[config.mk]
export PLATFORM = sky130hd
export DESIGN_NAME = shortest_path_distances
export DESIGN_NICKNAME = d
export VERILOG_FILES = /design/src/rtl/spd_pkg.sv /design/src/rtl/spd_ram.sv /design/src/rtl/shortest_path_distances.sv
export SDC_FILE = /design/constraint.sdc
export NUM_CORES = 2
export LEC_CHECK = 0
export ABC_CLOCK_PERIOD_IN_PS = 8100
export BUFFER_PORTS_ARGS = -buffer_cell sky130_fd_sc_hd__clkbuf_2
export CORE_ASPECT_RATIO = 0.7
export CORE_MARGIN = 2
export CORE_UTILIZATION = 50
export DETAILED_ROUTE_END_ITERATION = 6
export PLACE_DENSITY = 0.65
export SLEW_MARGIN = 40
export SYNTH_ARGS = -nofsm -noshare
export SYNTH_HDL_FRONTEND = slang
export SYNTH_SLANG_ARGS = --single-unit
export TNS_END_PERCENT = 50
[constraint.sdc]
create_clock -name clk_i -period 8.1 [get_ports clk_i]
set_clock_uncertainty 0.15 [all_clocks]
set_input_delay 0.405 -clock clk_i [delete_from_list [all_inputs] [get_ports clk_i]]
set_output_delay 0.405 -clock clk_i [all_outputs]
set_load 0.01 [all_outputs]
[src/rtl/spd_pkg.sv]
// Package with the shared constants and types of the shortest path block.
`default_nettype none
package spd_pkg;
  localparam int unsigned NODES = 16;
  localparam int unsigned EDGES = 64;
  localparam int unsigned WEIGHT_BITS = 16;
  localparam int unsigned NODE_W = 6;
  localparam int unsigned NIDX_W = (NODES > 1) ? $clog2(NODES) : 1;
  localparam int unsigned EIDX_W = (EDGES > 1) ? $clog2(EDGES) : 1;
  localparam int unsigned ECNT_W = $clog2(EDGES + 1);
  localparam int unsigned DIST_W = 24;
  localparam logic [DIST_W-1:0] DIST_MAX = {DIST_W{1'b1}};
  // Edge memory word: start, end, cost, both-ways flag.
  localparam int unsigned EDGE_W = 2 * NIDX_W + WEIGHT_BITS + 1;
  localparam int unsigned IN_W = 32;
  localparam int unsigned OUT_W = 32;

  localparam logic [1:0] ST_STORED = 2'd0;
  localparam logic [1:0] ST_FULL   = 2'd1;
  localparam logic [1:0] ST_DIST   = 2'd2;
  localparam logic [1:0] ST_RANGE  = 2'd3;

  localparam logic OP_ADD = 1'b0;
  localparam logic OP_RUN = 1'b1;

  typedef struct packed {
    logic [1:0]        status;
    logic [NODE_W-1:0] node;
    logic [DIST_W-1:0] distance;
    logic              reachable;
    logic              last;
  } result_t;
endpackage
`default_nettype wire

[src/rtl/spd_ram.sv]
// Generic simple dual-port synchronous RAM (one write port, one read port) with a registered read.
`default_nettype none
module spd_ram #(
  parameter int unsigned WIDTH = 8,
  parameter int unsigned DEPTH = 16
) (
  input  wire logic                     clk_i,
  input  wire logic                     we_i,
  input  wire logic [$clog2(DEPTH)-1:0] waddr_i,
  input  wire logic [WIDTH-1:0]         wdata_i,
  input  wire logic [$clog2(DEPTH)-1:0] raddr_i,
  output logic      [WIDTH-1:0]         rdata_o
);
  logic [WIDTH-1:0] mem_q [DEPTH];

  // Write port and registered read port.
  always_ff @(posedge clk_i) begin
    if (we_i) begin
      mem_q[waddr_i] <= wdata_i;
    end
    rdata_o <= mem_q[raddr_i];
  end
endmodule
`default_nettype wire

[src/rtl/shortest_path_distances.sv]
// Top level of the shortest path block: edge table, distance memory and sequencer.
//
// Input words on s_axis carry an operation. An edge add is answered by one
// status word the cycle after it is taken. A run word makes the block walk
// Dijkstra's algorithm; a run word with a source out of range is answered
// by one range status word instead. The seed state writes the source
// distance as zero. Each round then scans all nodes in the distance memory
// to pick the nearest unsettled node. It then walks the edge table, with as
// many read-modify-write relaxations of the distance memory as each edge
// needs. A run has up to NODES+1 rounds. The output phase steps through all
// nodes and sends one word per seen node, the last one with tlast.
// Input is taken only while no item is in work. After an edge add, the next
// input waits until its status word is taken.
// Reset clears the edge count, the seen bits and the sequencer; the
// memories hold no reset value. When the receiver stalls, the held output
// word stays stable and the sequencer waits.
`default_nettype none
module shortest_path_distances (
  input  wire logic        clk_i,
  input  wire logic        rst_ni,
  input  wire logic        s_axis_tvalid,
  output logic             s_axis_tready,
  // tdata: node_a[5:0], node_b[11:6], weight[27:12], both_ways[28], zeros.
  input  wire logic [31:0] s_axis_tdata,
  // tuser: op.
  input  wire logic        s_axis_tuser,
  output logic             m_axis_tvalid,
  input  wire logic        m_axis_tready,
  // tdata: node[5:0], distance[29:6], reachable[30], zero.
  output logic [31:0]      m_axis_tdata,
  // tuser: status.
  output logic [1:0]       m_axis_tuser,
  output logic             m_axis_tlast
);
  localparam int unsigned NW = spd_pkg::NIDX_W;
  localparam int unsigned EW = spd_pkg::EIDX_W;
  localparam int unsigned DW = spd_pkg::DIST_W;
  localparam int unsigned NN = spd_pkg::NODES;

  typedef enum logic [3:0] {
    S_IDLE, S_SEED, S_INIT, S_SCAN, S_SCANW, S_EDGE, S_RELAX_RD, S_RELAX_WR,
    S_OUT_RD, S_OUT_WAIT, S_OUT
  } state_e;

  state_e state_q;
  logic [spd_pkg::ECNT_W-1:0] etot_q;
  logic [spd_pkg::NODES-1:0] seen_q, settled_q, reached_q;
  logic [NW:0] cnt_q;
  logic [spd_pkg::ECNT_W-1:0] ecnt_q;
  logic [NW-1:0] pick_q;
  logic pick_ok_q;
  logic [DW-1:0] pick_d_q, base_q;
  logic [NW-1:0] tgt_q;
  logic [DW-1:0] cand_q;
  logic side_q;
  logic out_v_q;
  spd_pkg::result_t res_q;

  // Memory ports.
  logic e_we;
  logic [EW-1:0] e_raddr;
  logic [spd_pkg::EDGE_W-1:0] e_rdata, e_wdata;
  logic d_we;
  logic [NW-1:0] d_addr, d_waddr;
  logic [DW-1:0] d_wdata, d_rdata;

  logic in_ok;
  logic [5:0] in_a, in_b;
  assign in_a = s_axis_tdata[5:0];
  assign in_b = s_axis_tdata[11:6];
  assign s_axis_tready = (state_q == S_IDLE) && !out_v_q;
  assign in_ok = s_axis_tvalid && s_axis_tready;

  logic a_rng, b_rng;
  assign a_rng = {26'd0, in_a} < 32'(spd_pkg::NODES);
  assign b_rng = {26'd0, in_b} < 32'(spd_pkg::NODES);

  // One-hot node masks of the input word.
  logic [NN-1:0] a_bit, b_bit;
  assign a_bit = NN'(1) << in_a[NW-1:0];
  assign b_bit = NN'(1) << in_b[NW-1:0];

  assign e_we = in_ok && (s_axis_tuser == spd_pkg::OP_ADD) && a_rng && b_rng
                && (etot_q != spd_pkg::ECNT_W'(spd_pkg::EDGES));
  assign e_wdata = {in_a[NW-1:0], in_b[NW-1:0],
                    s_axis_tdata[12 +: spd_pkg::WEIGHT_BITS], s_axis_tdata[28]};
  assign e_raddr = ecnt_q[EW-1:0];

  // Status of an edge add: range check first, then the full check.
  logic [1:0] add_st;
  assign add_st = !(a_rng && b_rng) ? spd_pkg::ST_RANGE :
                  (!e_we ? spd_pkg::ST_FULL : spd_pkg::ST_STORED);

  spd_ram #(.WIDTH(spd_pkg::EDGE_W), .DEPTH(spd_pkg::EDGES)) u_edges (
    .clk_i(clk_i), .we_i(e_we), .waddr_i(etot_q[EW-1:0]), .wdata_i(e_wdata),
    .raddr_i(e_raddr), .rdata_o(e_rdata)
  );

  spd_ram #(.WIDTH(DW), .DEPTH(spd_pkg::NODES)) u_dist (
    .clk_i(clk_i), .we_i(d_we), .waddr_i(d_waddr), .wdata_i(d_wdata),
    .raddr_i(d_addr), .rdata_o(d_rdata)
  );

  // Decoded edge fields from the registered read.
  logic [NW-1:0] ed_a, ed_b;
  logic [spd_pkg::WEIGHT_BITS-1:0] ed_w;
  logic ed_bi;
  assign {ed_a, ed_b, ed_w, ed_bi} = e_rdata;

  // Relaxation candidate, saturated.
  logic [DW:0] sum;
  assign sum = {1'b0, base_q} + (DW+1)'(ed_w);

  logic [NW-1:0] prev_n;
  assign prev_n = NW'(cnt_q - 1'b1);

  // Memory address and write control.
  always_comb begin
    d_we = 1'b0;
    d_waddr = tgt_q;
    d_wdata = cand_q;
    d_addr = cnt_q[NW-1:0];
    case (state_q)
      S_SEED: begin
        d_we = 1'b1;
        d_waddr = pick_q;
        d_wdata = '0;
      end
      S_RELAX_RD: d_addr = tgt_q;
      S_RELAX_WR: d_we = !reached_q[tgt_q] || (cand_q < d_rdata);
      S_OUT_WAIT: d_addr = prev_n;
      S_OUT: d_addr = prev_n;
      default: ;
    endcase
  end

  // Last seen node check for the output phase.
  logic more_seen;
  always_comb begin
    more_seen = 1'b0;
    for (int i = 0; i < spd_pkg::NODES; i++) begin
      if ((i > int'(prev_n)) && seen_q[i]) more_seen = 1'b1;
    end
  end

  // A new output word is loaded in this cycle.
  logic out_set;
  assign out_set = ((state_q == S_IDLE) && in_ok &&
                    ((s_axis_tuser == spd_pkg::OP_ADD) || !a_rng)) ||
                   ((state_q == S_OUT) && (!out_v_q || m_axis_tready));

  // Sequencer and registered outputs.
  always_ff @(posedge clk_i or negedge rst_ni) begin
    if (!rst_ni) begin
      state_q <= S_IDLE;
      etot_q <= '0;
      seen_q <= '0;
      settled_q <= '0;
      reached_q <= '0;
      out_v_q <= 1'b0;
      cnt_q <= '0;
      ecnt_q <= '0;
      pick_ok_q <= 1'b0;
    end else begin
      out_v_q <= out_set || (out_v_q && !m_axis_tready);
      case (state_q)
        S_IDLE: begin
          if (in_ok) begin
            if (s_axis_tuser == spd_pkg::OP_ADD) begin
              res_q <= '{status: add_st, node: '0, distance: '0,
                         reachable: 1'b0, last: 1'b1};
              if (e_we) begin
                etot_q <= etot_q + 1'b1;
                seen_q <= seen_q | a_bit | b_bit;
              end
            end else if (!a_rng) begin
              res_q <= '{status: spd_pkg::ST_RANGE, node: '0, distance: '0,
                         reachable: 1'b0, last: 1'b1};
            end else begin
              seen_q <= seen_q | a_bit;
              pick_q <= in_a[NW-1:0];
              settled_q <= '0;
              reached_q <= a_bit;
              state_q <= S_SEED;
            end
          end
        end
        // The source distance is written as zero.
        S_SEED: state_q <= S_INIT;
        S_INIT: begin
          cnt_q <= '0;
          pick_ok_q <= 1'b0;
          state_q <= S_SCAN;
        end
        // Scan: address cnt issued, data of cnt-1 returns.
        S_SCAN: begin
          if (cnt_q != '0) begin
            if (reached_q[prev_n] && !settled_q[prev_n] &&
                (!pick_ok_q || d_rdata < pick_d_q)) begin
              pick_ok_q <= 1'b1;
              pick_q <= prev_n;
              pick_d_q <= d_rdata;
            end
          end
          if (cnt_q == (NW+1)'(spd_pkg::NODES)) state_q <= S_SCANW;
          else cnt_q <= cnt_q + 1'b1;
        end
        S_SCANW: begin
          if (!pick_ok_q) begin
            cnt_q <= '0;
            state_q <= S_OUT_RD;
          end else begin
            settled_q[pick_q] <= 1'b1;
            base_q <= pick_d_q;
            ecnt_q <= '0;
            side_q <= 1'b0;
            state_q <= (etot_q == '0) ? S_INIT : S_OUT_WAIT;
          end
        end
        // Edge read data is valid; check the current side.
        S_EDGE: begin
          cand_q <= sum[DW] ? spd_pkg::DIST_MAX : sum[DW-1:0];
          if (!side_q && ed_a == pick_q && !settled_q[ed_b]) begin
            tgt_q <= ed_b;
            state_q <= S_RELAX_RD;
          end else if (ed_bi && ed_b == pick_q && !settled_q[ed_a] &&
                       (side_q || !(ed_a == pick_q))) begin
            side_q <= 1'b1;
            tgt_q <= ed_a;
            state_q <= S_RELAX_RD;
          end else if (!side_q && ed_bi && ed_b == pick_q) begin
            side_q <= 1'b1;
          end else begin
            side_q <= 1'b0;
            if (ecnt_q + 1'b1 == etot_q) state_q <= S_INIT;
            else begin
              ecnt_q <= ecnt_q + 1'b1;
              state_q <= S_OUT_WAIT;
            end
          end
        end
        S_RELAX_RD: state_q <= S_RELAX_WR;
        // Write back if better; then move to the next side or edge.
        S_RELAX_WR: begin
          if (d_we) reached_q[tgt_q] <= 1'b1;
          if (!side_q && ed_bi && ed_b == pick_q) begin
            side_q <= 1'b1;
            state_q <= S_EDGE;
          end else begin
            side_q <= 1'b0;
            if (ecnt_q + 1'b1 == etot_q) state_q <= S_INIT;
            else begin
              ecnt_q <= ecnt_q + 1'b1;
              state_q <= S_OUT_WAIT;
            end
          end
        end
        // Output phase or edge read wait, shared state.
        S_OUT_WAIT: state_q <= (pick_ok_q) ? S_EDGE : S_OUT;
        S_OUT_RD: begin
          if (cnt_q == (NW+1)'(spd_pkg::NODES)) state_q <= S_IDLE;
          else if (!seen_q[cnt_q[NW-1:0]]) cnt_q <= cnt_q + 1'b1;
          else begin
            cnt_q <= cnt_q + 1'b1;
            state_q <= S_OUT_WAIT;
          end
        end
        S_OUT: begin
          if (!out_v_q || m_axis_tready) begin
            res_q <= '{status: spd_pkg::ST_DIST,
                       node: spd_pkg::NODE_W'(prev_n),
                       distance: reached_q[prev_n] ? d_rdata : spd_pkg::DIST_MAX,
                       reachable: reached_q[prev_n],
                       last: !more_seen};
            state_q <= S_OUT_RD;
          end
        end
        default: state_q <= S_IDLE;
      endcase
    end
  end

  assign m_axis_tvalid = out_v_q;
  assign m_axis_tuser = res_q.status;
  assign m_axis_tlast = res_q.last;
  assign m_axis_tdata = {1'b0, res_q.reachable, res_q.distance, res_q.node};

  // The edge count never passes the table depth.
  assert property (@(posedge clk_i) disable iff (!rst_ni)
    etot_q <= spd_pkg::ECNT_W'(spd_pkg::EDGES)) else $error("edge count overflow");
  // No input is taken while a word waits.
  assert property (@(posedge clk_i) disable iff (!rst_ni)
    out_v_q |-> !s_axis_tready) else $error("ready with pending word");
  // Settled nodes are always reached.
  assert property (@(posedge clk_i) disable iff (!rst_ni)
    (settled_q & ~reached_q) == '0) else $error("settled but unreached");
endmodule
`default_nettype wire

==> results.toml <==
[run_status]
status = "finished clean"

[worst_setup_path]
critPathMostFrequentCell = "mux4_2"
worst-path-max-fanout = 24
crit_required_ps = 8410
critical-path-top-delay-family = "multiplexers"
timing.critical_path.to_type = "flip-flop"
critical_path.cell_chain = "buf_4, inv_1, ha_1, mux4_2, mux4_2, nor3b_1, nand3_1, a21oi_1"
timing.setup.critical_path_class = "flip-flop to flip-flop"
rr_endpoint = "pick_q[2]"
worst-path-buf-inv = 2
worstPathArrival_ps = 4820
critical-path-max-stage-delay_ps = 770
r2r_setup_slack_ps = 3590
worst_path_max_delay_cell = "ha_1"
worstRegToRegCells = 8
worstReg2RegStart = "cnt_q[0]"
critPathLaunchType = "flip-flop"

[grt]
grt_antenna_before_repair = 18
globalRouteOverflowTotal = 0
via_count_of_the_first_global_routing_pass = 43100
first_pass_grt_wire_length_um = 310000
grt_use_total_pct = 24.0
grt_start_max_net_pins = 141

[hold_path]
hold_path.class = "primary input to flip-flop"
worstHoldStart = "s_axis_tdata[3]"
holdPathEnd = "u_edges.mem_q[63][24]"
worstHoldPathCells = 1

[logic_synthesis]
synth_seq_cells = 2219
post_synth_xor_area_fraction_pct = 0.337
most_frequent_cell_after_synthesis = "edfxtp_1"
synth_top_cells_by_count = "2097 x edfxtp_1, 552 x mux4_2, 235 x nor2_1"
yosysUniqueCellTypes = 77
post_synth_and_or_nand_nor_area_fraction_pct = 2.71
netlist.area_leader.share_pct = 71.3
post_synth_mux_area_share_pct = 17.2
ys_warn_count = 0
synth_sequential_area_ratio_pct = 74.5
synth_top_family_by_area = "multiplexers"
synth_area_per_cell_sq_um = 20.4
synth-adder-area-share_pct = 1.00
synth-compound-area-share_pct = 2.93
post_synth_main_area_contributors = "edfxtp_1 71%, mux4_2 14%, mux2i_1 2.2%"
number_of_cells_produced_by_synthesis = 4338
postSynth.asyncResetShare_pct = 3.29
ys_dominant_reg_cell = "edfxtp_1"
synth-edff-count = 2097
syn_area_sq_um = 88300
synth_largest_area_cell = "edfxtp_1"

[finish]
post_layout_net_count = 4696
instances_no_fill = 7124
filler_cell_count = 12600
regArea_sq_um = 65800
syn_to_final_growth_pct = 14.7
post-route-cell-area_sq_um = 101000
final_layout_size_suffix_gt1_share_pct = 27.4
multi_input_area_sq_um = 22100

[routing]
initialDrtViolationCount = 6076
routed-via-count = 44300
drc = 0
wl_um = 216000
firstDrtPassIters = 5
wl_per_cell_um = 30.3
post_drt_via_cell_ratio = 6.21
antenna_left = 0

[clock_network]
worstSkewPairLatency_ps = 840
cts_buffer_depth = 3
numCtsBuffers = 204
clockRootBuffer = "clkbuf_16"
clock_tree.htree_level_count = 4
worst_setup_hold_path_clk_slew_ps = 60
cts_sinks = 2219
tritoncts = "done"
cts.repair_timing.setup_buffer_count = 0
cts_hold_buffers = 11
post_cts_resized = 0

[floorplanning]
floorplan.die.height_um = 356
count_of_pins_on_the_block_boundary = 74
initial_core_util_pct = 50.2
core-area_sq_um = 176000
fp.dieArea_sq_um = 180000
rows = 129
die-width_um = 506

[sta]
timing.slew.headroom_pct = 40.8
min_period_over_period_pct = 55.7
max_freq_ghz = 0.222
finalHoldViolations = 0
tightestPinTransition_ps = 885
final_period_minus_worst_setup_slack_ps = 4510
final.setup.tns_ps = 0
finalMaxSlewViolations = 0
unrepaired_setup_endpoints_after_global_routing = "false"
setup_viol_count_final = 0

[pwr]
clkPwrFrac_pct = 31.8
power-per-cell-area_nw_per_um2 = 303
worst_ir_drop_vdd_v = 0.000261
power.share.sequential_pct = 44.4
internal_power_mw = 21.9
total_leakage_power_nw = 31.7
power_switching_share_pct = 28.6
switchingPower_mw = 8.77
share_comb_of_total_power_pct = 23.8

[placement]
port_buf_inserts = 67
placed_cells_incl_taps = 6722
dpl_cell_area_sq_um = 94200
finalWeightedCongestion = 0.857
hpwlAfterDp_um = 135000

[job]
maxCapViolations = 0
stage by stage:
stage / utilization [%] / hold WS [ps] / setup WS, ps / power, mW
detailed placement: 53.5 / 232 / 3550 / 21.0
global route: 57.5 / 10.4 / 3230 / 31.8
finish: 57.5 / 52.9 / 3590 / 30.7
global placement: 52.3 / 231 / 3460 / 20.9
floorplan: - / -40.6 / 3590 / 18.7
CTS: 57.4 / 1.24 / 3510 / 30.7
worst register-to-register path, cell delays in order, from the launching register on:
cell and delay, ps:
dfrtp_1 320, buf_4 330, inv_1 190, ha_1 770, mux4_2 590, mux4_2 520, nor3b_1 430, nand3_1 240
a21oi_1 600
state kept, by name (all words and copies together), names as in the netlist, 2 cells and up:
| signal | flops |
|---|---|
| pick_q | 4 |
| settled_q | 16 |
| u_dist.mem_q | 384 |
| m_axis_tdata | 29 |
| u_edges.mem_q | 1600 |
| seen_q | 16 |
| reached_q | 16 |
| tgt_q | 4 |
| base_q | 24 |
| etot_q | 7 |
| cand_q | 24 |
| cnt_q | 5 |
| u_dist.rdata_o | 24 |
| state_q | 4 |
| u_edges.rdata_o | 25 |
| ecnt_q | 7 |
| pick_d_q | 24 |
| m_axis_tuser | 2 |
power by group through the flow:
| stage | logic (mW) | registers, mW | clock network [mW] |
|---|---|---|---|
| 2_1_floorplan | 5.10 | 13.6 | 0 |
| 3_3_place_gp | 6.98 | 13.9 | 0 |
| 3_5_place_dp | 7.19 | 13.8 | 0 |
| 4_1_cts | 7.23 | 13.6 | 9.88 |
| 5_1_grt | 7.86 | 13.7 | 10.3 |
| 6_report | 7.31 | 13.6 | 9.74 |
how the worst max path moves through the flow:
stage	startpoint	to	slack, ps	depth (start not counted)
finish	cnt_q[0]	pick_q[2]	3590	8
global route	cnt_q[0]	pick_q[0]	3230	8
CTS	state_q[2]	u_dist.mem_q[6][13]	3510	9
detailed placement	state_q[2]	u_dist.mem_q[6][13]	3550	9
global placement	s_axis_tdata[5]	u_edges.mem_q[35][15]	3460	8
floorplan	cnt_q[0]	pick_d_q[0]	3590	9
area by class of cell:
cell class,count,area share [%]
sequential,2219,65.0
multi-input combinational,1823,21.9
clock buffer,250,5.32
timing repair buffer,271,3.31
tap,2358,2.91
clock inverter,121,1.33
inverter,70,0.259
antenna,12,0.0297
metal layers:
| layer | GRT usage, % | wire length, um | up-vias |
|---|---|---|---|
| met4 | 6.01 | 5050 | 2 |
| met1 | 37.7 | 95300 | 23600 |
| met5 | 0 | 13 | - |
| met2 | 32.9 | 91800 | 1985 |
| met3 | 7.22 | 23500 | 273 |
| li1 | - | - | 18400 |
placed cells by master (no fill, tap or decap), drive strengths merged, types with 9 or more instances in the layout:
master       instances
a2111oi              9
a21o                 9
a21oi              134
a22oi               26
a31oi               22
buf                196
bufinv              25
clkbuf             315
clkinv              76
dfrtp               73
dfxtp               49
diode               12
dlygate4sd3         10
edfxtp            2097
ha                  69
inv                 82
mux2                53
mux2i              195
mux4               559
nand2               77
nand2b              21
nand3               34
nand4               11
nor2               236
nor2b               39
nor3                48
o21a                12
o21ai               65
o21bai              17
o221ai              24
o32ai               10
xnor2               19
xor2                15
kinds of logic after synthesis:
logic type,Yosys count
AO/OA/AOI/OAI,394
XOR/XNOR,34
adder cells (fa/ha/maj),70
buffers and inverters,298
flip-flops,2219
multiplexers,807
other,1
AND/OR/NAND/NOR,515
No activity file was read; power rests on OpenSTA's default activity.
